===== config.mk =====
export PLATFORM = sky130hd
export DESIGN_NAME = shell_word_lexer_step
export DESIGN_NICKNAME = d
export VERILOG_FILES = /design/src/hdl/swl_pkg.sv /design/src/hdl/swl_step.sv /design/src/hdl/shell_word_lexer_step.sv
export SDC_FILE = /design/constraint.sdc
export NUM_CORES = 1
export LEC_CHECK = 0
export ABC_AREA = 0
export CORE_MARGIN = 8
export CORE_UTILIZATION = 55
export CTS_CLUSTER_DIAMETER = 120
export DETAILED_ROUTE_END_ITERATION = 12
export DONT_BUFFER_PORTS = 1
export GPL_TIMING_DRIVEN = 0
export PLACE_DENSITY = 0.73
export SLEW_MARGIN = 20
export SYNTH_ARGS = -nofsm -noshare
export SYNTH_HDL_FRONTEND = slang
export SYNTH_SLANG_ARGS = --single-unit

===== constraint.sdc =====
create_clock -name i_clk -period 2.63 [get_ports i_clk]
set_clock_uncertainty 0.15 [all_clocks]
set_input_delay 0.1315 -clock i_clk [delete_from_list [all_inputs] [get_ports i_clk]]
set_output_delay 0.1315 -clock i_clk [all_outputs]
set_load 0.02 [all_outputs]

===== src/hdl/swl_pkg.sv =====
// ---------------------------------------------------------------------------
// swl_pkg
// Shared types, character codes and small decode functions for the
// shell word lexer.
// ---------------------------------------------------------------------------
package swl_pkg;

    typedef enum logic [3:0] {
        TK_EOF     = 4'd0,
        TK_NONE    = 4'd1,
        TK_SPACE   = 4'd2,
        TK_ARG     = 4'd3,
        TK_DQ      = 4'd4,
        TK_SQ      = 4'd5,
        TK_FLAG    = 4'd6,
        TK_LFLAG   = 4'd7,
        TK_VAR     = 4'd8,
        TK_PIPEIN  = 4'd9,
        TK_PIPEOUT = 4'd10,
        TK_SUBPROG = 4'd11
    } t_tok;

    typedef enum logic [2:0] {
        SS_NEXT  = 3'd0,
        SS_ESC   = 3'd1,
        SS_HEXHI = 3'd2,
        SS_HEXLO = 3'd3,
        SS_SHORT = 3'd4,
        SS_LONG  = 3'd5,
        SS_VNAME = 3'd6
    } t_sub;

    typedef enum logic [1:0] {
        ACT_DONE   = 2'd0,
        ACT_AGAIN  = 2'd1,
        ACT_ERR    = 2'd2,
        ACT_ERREOF = 2'd3
    } t_act;

    typedef enum logic [2:0] {
        ERR_NONE     = 3'd0,
        ERR_NOTIMPL  = 3'd1,
        ERR_UNKSTATE = 3'd2,
        ERR_ESCAPE   = 3'd3,
        ERR_TOKEN    = 3'd4,
        ERR_EOF      = 3'd5
    } t_err;

    typedef enum logic [1:0] {
        TE_NONE    = 2'd0,
        TE_KEEP    = 2'd1,
        TE_CONSUME = 2'd2
    } t_end;

    localparam logic KIND_CHAR    = 1'b0;
    localparam logic KIND_RESTART = 1'b1;

    localparam logic [7:0] C_NUL    = 8'h00;
    localparam logic [7:0] C_TAB    = 8'h09;
    localparam logic [7:0] C_SPACE  = 8'h20;
    localparam logic [7:0] C_DQUOTE = 8'h22;
    localparam logic [7:0] C_SQUOTE = 8'h27;
    localparam logic [7:0] C_DASH   = 8'h2D;
    localparam logic [7:0] C_DOLLAR = 8'h24;
    localparam logic [7:0] C_LT     = 8'h3C;
    localparam logic [7:0] C_GT     = 8'h3E;
    localparam logic [7:0] C_BTICK  = 8'h60;
    localparam logic [7:0] C_BSLASH = 8'h5C;
    localparam logic [7:0] C_LOW_X  = 8'h78;
    localparam logic [7:0] C_UP_X   = 8'h58;
    localparam logic [7:0] C_UNDER  = 8'h5F;

    typedef struct packed {
        t_tok       token_type;
        t_sub       sub_state;
        logic [7:0] hex_byte;
    } t_state;

    typedef struct packed {
        t_act       action;
        t_err       error_code;
        logic       char_valid;
        logic [7:0] char_out;
        t_tok       token_kind;
        t_end       token_end;
    } t_result;

    localparam t_state ST_RESET = '{token_type: TK_NONE, sub_state: SS_NEXT,
                                    hex_byte: 8'h00};

    function automatic logic is_blank(input logic [7:0] c);
        return (c == C_SPACE) || (c == C_TAB);
    endfunction

    function automatic logic is_word(input logic [7:0] c);
        return (c >= 8'h61 && c <= 8'h7A) || (c >= 8'h41 && c <= 8'h5A) ||
               (c >= 8'h30 && c <= 8'h39) || (c == C_UNDER);
    endfunction

    // non-hex characters decode as zero
    function automatic logic [3:0] nibble(input logic [7:0] c);
        logic [7:0] d;
        d = 8'h00;
        if (c >= 8'h30 && c <= 8'h39) begin
            d = c - 8'h30;
        end else if (c >= 8'h61 && c <= 8'h66) begin
            d = c - 8'h57;
        end else if (c >= 8'h41 && c <= 8'h46) begin
            d = c - 8'h37;
        end
        return d[3:0];
    endfunction

endpackage


===== src/hdl/swl_step.sv =====
// ---------------------------------------------------------------------------
// swl_step
// Next-state and result decode for one lexer character.
// ---------------------------------------------------------------------------
module swl_step import swl_pkg::*; (
    input  t_state     i_state,
    input  logic       i_kind,
    input  logic [7:0] i_char,
    output t_state     o_next_state,
    output t_result    o_result
);

    t_state     n;
    t_result    res;
    logic [7:0] c;
    logic       term_hit;
    logic       blank_or_nul;
    logic [7:0] hex_full;

    assign c            = i_char;
    assign blank_or_nul = is_blank(c) || (c == C_NUL);
    assign term_hit     = (i_state.token_type == TK_SQ) ? (c == C_SQUOTE)
                                                         : (c == C_DQUOTE);
    assign hex_full     = {i_state.hex_byte[7:4], nibble(c)};

    always_comb begin
        n   = i_state;
        res = '{action: ACT_DONE, error_code: ERR_NONE, char_valid: 1'b0,
                char_out: 8'h00, token_kind: TK_NONE, token_end: TE_NONE};

        if (i_kind == KIND_RESTART) begin
            n = ST_RESET;
        end else begin
            unique case (i_state.token_type)
                TK_NONE: begin
                    n.sub_state = SS_NEXT;
                    priority if (c == C_DQUOTE) begin
                        n.token_type = TK_DQ;
                    end else if (c == C_SQUOTE) begin
                        n.token_type = TK_SQ;
                    end else if (c == C_DASH) begin
                        n.token_type = TK_FLAG;
                    end else if (c == C_DOLLAR) begin
                        n.token_type = TK_VAR;
                    end else if (c == C_LT) begin
                        n.token_type   = TK_PIPEIN;
                        res.action     = ACT_ERR;
                        res.error_code = ERR_NOTIMPL;
                    end else if (c == C_GT) begin
                        n.token_type   = TK_PIPEOUT;
                        res.action     = ACT_ERR;
                        res.error_code = ERR_NOTIMPL;
                    end else if (c == C_BTICK) begin
                        n.token_type   = TK_SUBPROG;
                        res.action     = ACT_ERR;
                        res.error_code = ERR_NOTIMPL;
                    end else if (is_blank(c)) begin
                        n.token_type   = TK_SPACE;
                        res.char_valid = 1'b1;
                        res.char_out   = c;
                    end else if (c == C_NUL) begin
                        n.token_type   = TK_EOF;
                        res.char_valid = 1'b1;
                    end else begin
                        n.token_type = TK_ARG;
                        res.action   = ACT_AGAIN;
                    end
                end
                TK_ARG: begin
                    priority if (c == C_BSLASH) begin
                        n.sub_state = SS_ESC;
                    end else if (i_state.sub_state == SS_ESC) begin
                        res.char_valid = 1'b1;
                        res.char_out   = c;
                        n.sub_state    = SS_NEXT;
                    end else if (blank_or_nul || c == C_DQUOTE || c == C_SQUOTE ||
                                 c == C_DOLLAR || c == C_LT || c == C_GT ||
                                 c == C_BTICK) begin
                        res.token_end = TE_KEEP;
                    end else begin
                        res.char_valid = 1'b1;
                        res.char_out   = c;
                    end
                end
                TK_DQ, TK_SQ: begin
                    priority if (c == C_BSLASH) begin
                        n.sub_state = SS_ESC;
                    end else if (i_state.sub_state == SS_ESC) begin
                        if (c == C_LOW_X || c == C_UP_X) begin
                            n.sub_state = SS_HEXHI;
                        end else begin
                            res.action     = ACT_ERR;
                            res.error_code = ERR_ESCAPE;
                        end
                    end else if (i_state.sub_state == SS_HEXHI) begin
                        n.hex_byte  = {nibble(c), 4'h0};
                        n.sub_state = SS_HEXLO;
                    end else if (i_state.sub_state == SS_HEXLO) begin
                        n.hex_byte     = hex_full;
                        res.char_valid = 1'b1;
                        res.char_out   = hex_full;
                        n.sub_state    = SS_NEXT;
                    end else if (term_hit) begin
                        res.token_end = TE_CONSUME;
                    end else if (c == C_NUL) begin
                        res.action     = ACT_ERR;
                        res.error_code = ERR_EOF;
                    end else begin
                        res.char_valid = 1'b1;
                        res.char_out   = c;
                    end
                end
                TK_FLAG: begin
                    if (i_state.sub_state == SS_NEXT) begin
                        priority if (c == C_DASH) begin
                            n.token_type = TK_LFLAG;
                            res.action   = ACT_AGAIN;
                        end else if (is_word(c)) begin
                            n.sub_state = SS_SHORT;
                            res.action  = ACT_AGAIN;
                        end else if (c == C_NUL) begin
                            res.action     = ACT_ERR;
                            res.error_code = ERR_EOF;
                        end else begin
                            res.char_valid = 1'b1;
                            res.char_out   = c;
                            res.action     = ACT_ERR;
                            res.error_code = ERR_TOKEN;
                        end
                    end else if (i_state.sub_state == SS_SHORT) begin
                        priority if (is_word(c)) begin
                            res.char_valid = 1'b1;
                            res.char_out   = c;
                        end else if (blank_or_nul) begin
                            res.token_end = TE_KEEP;
                        end else begin
                            res.char_valid = 1'b1;
                            res.char_out   = c;
                            res.action     = ACT_ERR;
                            res.error_code = ERR_TOKEN;
                        end
                    end
                end
                TK_LFLAG: begin
                    priority if (i_state.sub_state == SS_NEXT) begin
                        n.sub_state = SS_LONG;
                    end else if (blank_or_nul && i_state.sub_state != SS_LONG) begin
                        res.action = ACT_ERREOF;
                    end else if (blank_or_nul) begin
                        res.token_end = TE_KEEP;
                    end else if (is_word(c) || c == C_DASH) begin
                        res.char_valid = 1'b1;
                        res.char_out   = c;
                    end else begin
                        res.char_valid = 1'b1;
                        res.char_out   = c;
                        res.action     = ACT_ERR;
                        res.error_code = ERR_TOKEN;
                    end
                end
                TK_VAR: begin
                    priority if (i_state.sub_state == SS_NEXT) begin
                        res.char_valid = 1'b1;
                        res.char_out   = c;
                        n.sub_state    = SS_VNAME;
                    end else if (blank_or_nul && i_state.sub_state != SS_VNAME) begin
                        res.action = ACT_ERREOF;
                    end else if (blank_or_nul) begin
                        res.token_end = TE_KEEP;
                    end else if (is_word(c)) begin
                        res.char_valid = 1'b1;
                        res.char_out   = c;
                    end else begin
                        res.char_valid = 1'b1;
                        res.char_out   = c;
                        res.action     = ACT_ERR;
                        res.error_code = ERR_TOKEN;
                    end
                end
                TK_SPACE: begin
                    if (!is_blank(c)) begin
                        res.token_end = TE_KEEP;
                    end else begin
                        res.char_valid = 1'b1;
                        res.char_out   = c;
                    end
                end
                TK_EOF: begin
                    // sticky until restart
                end
                default: begin
                    res.action     = ACT_ERR;
                    res.error_code = ERR_UNKSTATE;
                    n              = ST_RESET;
                end
            endcase

            // kind is reported before the end-of-token return to idle
            res.token_kind = n.token_type;
            if (res.token_end != TE_NONE) begin
                if (res.token_end == TE_KEEP) begin
                    res.action = ACT_AGAIN;
                end
                n.token_type = TK_NONE;
                n.sub_state  = SS_NEXT;
            end
        end
    end

    assign o_next_state = n;
    assign o_result     = res;

endmodule


===== src/hdl/shell_word_lexer_step.sv =====
// ---------------------------------------------------------------------------
// shell_word_lexer_step
// Shell word lexer: one character word in, one result word out.
// ---------------------------------------------------------------------------
// Takes one character word per cycle while the output is not stalled. A word
// sits in an input register, is decoded against the token state and lands in
// a result register; a stalled output holds the word in the input register.
// The only feedback loop is the token state register, which is updated by the
// same decode that writes the result register. A held result does not block
// intake: the input register keeps taking words until both stages are full.
module shell_word_lexer_step import swl_pkg::*; (
    input  logic       i_clk,
    input  logic       i_rst_n,
    input  logic       i_valid,
    output logic       o_stall,
    input  logic       i_kind,
    input  logic [7:0] i_char_in,
    output logic       o_valid,
    input  logic       i_stall,
    output logic [1:0] o_action,
    output logic [2:0] o_error_code,
    output logic       o_char_valid,
    output logic [7:0] o_char_out,
    output logic [3:0] o_token_kind,
    output logic [1:0] o_token_end
);

    logic       r_in_valid;
    logic       r_kind;
    logic [7:0] r_char;
    logic       r_out_valid;
    t_result    r_res;
    t_state     r_state;

    t_state     n_state;
    t_result    n_res;
    logic       out_free;
    logic       in_take;
    logic       step_go;

    assign out_free = !r_out_valid || !i_stall;
    assign o_stall  = r_in_valid && !out_free;
    assign in_take  = i_valid && !o_stall;
    assign step_go  = r_in_valid && out_free;

    swl_step u_step (
        .i_state      (r_state),
        .i_kind       (r_kind),
        .i_char       (r_char),
        .o_next_state (n_state),
        .o_result     (n_res)
    );

    always_ff @(posedge i_clk) begin
        if (!i_rst_n) begin
            r_in_valid  <= 1'b0;
            r_out_valid <= 1'b0;
            r_state     <= ST_RESET;
        end else begin
            if (in_take) begin
                r_in_valid <= 1'b1;
            end else if (step_go) begin
                r_in_valid <= 1'b0;
            end
            if (step_go) begin
                r_out_valid <= 1'b1;
                r_state     <= n_state;
            end else if (out_free) begin
                r_out_valid <= 1'b0;
            end
        end
    end

    always_ff @(posedge i_clk) begin
        if (in_take) begin
            r_kind <= i_kind;
            r_char <= i_char_in;
        end
        if (step_go) begin
            r_res <= n_res;
        end
    end

    assign o_valid      = r_out_valid;
    assign o_action     = r_res.action;
    assign o_error_code = r_res.error_code;
    assign o_char_valid = r_res.char_valid;
    assign o_char_out   = r_res.char_out;
    assign o_token_kind = r_res.token_kind;
    assign o_token_end  = r_res.token_end;

endmodule


==> flow_metrics.tcl <==
set metrics [dict create \
    cts_tree "yes" \
    num_antenna_cells 0 \
    cts.sink_count 42 \
    drtPass1Iterations 5 \
    synth-main-ff-cell "edfxtp_1" \
    yosys_warnings 0 \
    timing.critical_path.fanout_max 5 \
    setup_violations 6 \
    finalHoldViolations 0 \
    top_cells_by_count_synth "edfxtp_1, nand2_1, nor2_1" \
    cts_max_level 2 \
    yosysTopAreaCell "edfxtp_1" \
    detailed_place.area_sq_um 3230 \
    cts_buffers 5 \
    rsz0062_at_grt "yes" \
    fin_total_pwr_mw 1.40 \
    postSynthNetCount 365 \
    muxShareOfSynthArea_pct 1.69 \
    synth_edf_count 29 \
    finalCritPeriodShare_pct 103 \
    antenna_violations_before_repair 0 \
    first_iter_violations 444 \
    synth_compound_gate_area_share_pct 26.3 \
    clk_transition_reported_paths_ns 0.09 \
    synth.area.top_cells "edfxtp_1, dfxtp_1, nand3_1" \
    finalNetCount 407 \
    final.setup.worst_slack_ns -0.0700 \
    cp.arrival_ns 2.60 \
    fmaxAchievable_ghz 0.370 \
    drtAntennaViolNets 0 \
    synth_top_area_share_pct 28.0 \
    floorplan.core_area_sq_um 5470 \
    drive_above_1_share_pct 27.9 \
    area_delta_synth_final_pct 25.6 \
    relSlewSlack_pct 50.2 \
    hpwl_mm 6.89 \
    clock-root-buffer "clkbuf_8" \
    worst_ep_required_time_ns 2.53 \
    failed_checks "setup timing" \
    postLayoutCellArea_sq_um 3900 \
    timing.critical_path.to_type "register" \
    numPortBuffers 0 \
    dr_total_vias 3285 \
    post_synthesis_instance_area_sq_um 3110 \
    clk_path_buf_depth 2 \
    placementRows 27 \
    ioPinCount 35 \
    critical_path_class "reg -> reg" \
    yosys.area_share.simple_pct 28.2 \
    async_reset_ff_share_pct 0 \
    place_ws_ns -0.438 \
    grt_pass1_vias 2875 \
    grt_start_max_net_pins 24 \
    post_dr_vias_cell 7.10 \
    fillers 417 \
    max_cap_violations 0 \
    status "finished with violations" \
    total_wire_length_mm 10.2 \
    synthesized_area_fraction_occupied_by_adder_cells_pct 1.61 \
    grt_pass1_wl_mm 15.5 \
    initial_utilization_pct 56.8 \
    fp.dieH_um 91.2 \
    final_period_minus_worst_setup_slack_ns 2.70 \
    tightestPinTransition_ns 0.739 \
    drv_slew 0 \
    yosys.cell_types.count 76 \
    worstHoldPathType "in -> reg" \
    synth_sequential_area_ratio_pct 36.4 \
    start_kind "register" \
    globalRoute.totalOverflow 0 \
    irDropWorstVdd_uv 270 \
    clock_insertion_delay_worst_skew_ns 0.30 \
    flip_flop_and_latch_count_after_synthesis 42 \
    syn-mean-instance-area_sq_um 8.93 \
    globalplace.congestion 0.954 \
    synth.most_common_cell "edfxtp_1" \
    drc_markers 0 \
    routed_len_inst_um 22.1 \
    yosys.area_share.xor_xnor_pct 0.282 \
    fp.dieArea_sq_um 8310 \
    cells_after_synth 348 \
    synth_top_family_by_area "simple AND/OR/NAND/NOR gates" \
    die_w_um 91.2 \
    p_leak_nw 1.34 \
    gr-usage-all-layers_pct 22.9 \
    power_per_cell_area_nw_per_um2 360 \
]
stage by stage:
stage / hold slack, ns / util, % / setup TNS, ns / cells
after floorplan: 0.0804 / - / -0.0217 / 348
after global placement: 0.0804 / 59.0 / -6.41 / 420
after detailed placement: 0.0804 / 59.0 / -6.57 / 420
after CTS: 0.0551 / 66.7 / -0.289 / 453
after global routing: 0.0788 / 71.3 / -1.45 / 463
final: 0.0561 / 71.3 / -0.261 / 463
worst max-delay path, stage by stage, from the launching register on:
cell and delay, ns:
edfxtp_1 0.43, inv_2 0.08, buf_4 0.13, ha_2 0.20
nand2b_1 0.16, a21o_1 0.19, a311o_2 0.46, o31a_1 0.28
o311ai_2 0.27, o21ai_1 0.10
final cells by class:
class                      count  area [sq um]  area share, %
sequential                    42          1130           29.0
clock inverter                 2          8.76          0.225
timing repair buffer          34           285           7.31
clock buffer                   6          72.6           1.86
timing repair inverter         1          5.00          0.128
buffer                        26           148           3.78
inverter                      14          56.3           1.44
multi-input combinational    266          2100           53.9
tap                           72          90.1           2.31
cell usage in the layout, fill, tap and decap left out, types with 4 or more instances in the layout:
master and count:
nor3b_1 6, and3_1 5, o21ai_1 9, a31oi_1 4, nor2b_1 10, buf_4 25
a21oi_2 4, o211ai_1 5, nor3_1 8, clkbuf_1 7, nand3b_1 4, clkbuf_8 5
clkbuf_2 7, nand2b_1 9, o21a_1 4, dfxtp_1 13, o21ai_0 8, dlygate4sd3_1 12
nor2_1 21, buf_2 6, a21oi_1 11, inv_1 11, nand3_1 19, a32oi_1 8
edfxtp_1 29, nand4_1 4, nand2_1 22
flip-flops by register name, indices dropped and copies added, names as in the netlist:
name,cells
r_in_valid,1
o_token_kind,4
r_char,8
o_valid,1
o_char_out,8
o_char_valid,1
r_state,11
o_token_end,2
r_kind,1
o_action,2
o_error_code,3
repair_timing:
item / CTS / global route
cloned: 0 / 1
pin swaps: 12 / 15
hold buffers: 12 / 0
gates resized for setup: 23 / 49
buffers inserted: 13 / 9
endpoints found under the hold margin: 15 / 0
endpoints found under the setup margin: 20 / 23
power by group:
| group | leakage, nW | switching (mW) | internal, mW | total [mW] |
|---|---|---|---|---|
| sequential | 0.390 | 0.0285 | 0.730 | 0.758 |
| clock | 0.0426 | 0.223 | 0.183 | 0.406 |
| combinational | 0.909 | 0.150 | 0.0896 | 0.239 |
layer usage:
layer,GRT usage [%],vias to the layer above,wire length [um]
met1,31.0,1579,4140
met4,8.59,0,290
met2,33.9,234,4680
met3,6.50,31,1130
met5,0,-,0
li1,-,1441,-
worst paths after layout:
path,to,from,depth (start not counted),slack (ns)
min,r_state[9],i_rst_n,4,0.06
min reg2reg,r_state[6],r_state[6],2,0.33
max reg2reg,o_action[0],r_char[0],9,-0.07
max,o_action[0],r_char[0],9,-0.07
kinds of logic (layout without fill, tap and decap cells):
| logic type | Yosys count | after routing |
|---|---|---|
| buffers and inverters | 40 | 83 |
| flip-flops | 42 | 42 |
| XOR/XNOR | 1 | 1 |
| AO/OA/AOI/OAI | 106 | 106 |
| multiplexers | 5 | 5 |
| adder cells (fa/ha/maj) | 4 | 4 |
| AND/OR/NAND/NOR | 150 | 150 |
(Power assumes the default switching activity.)
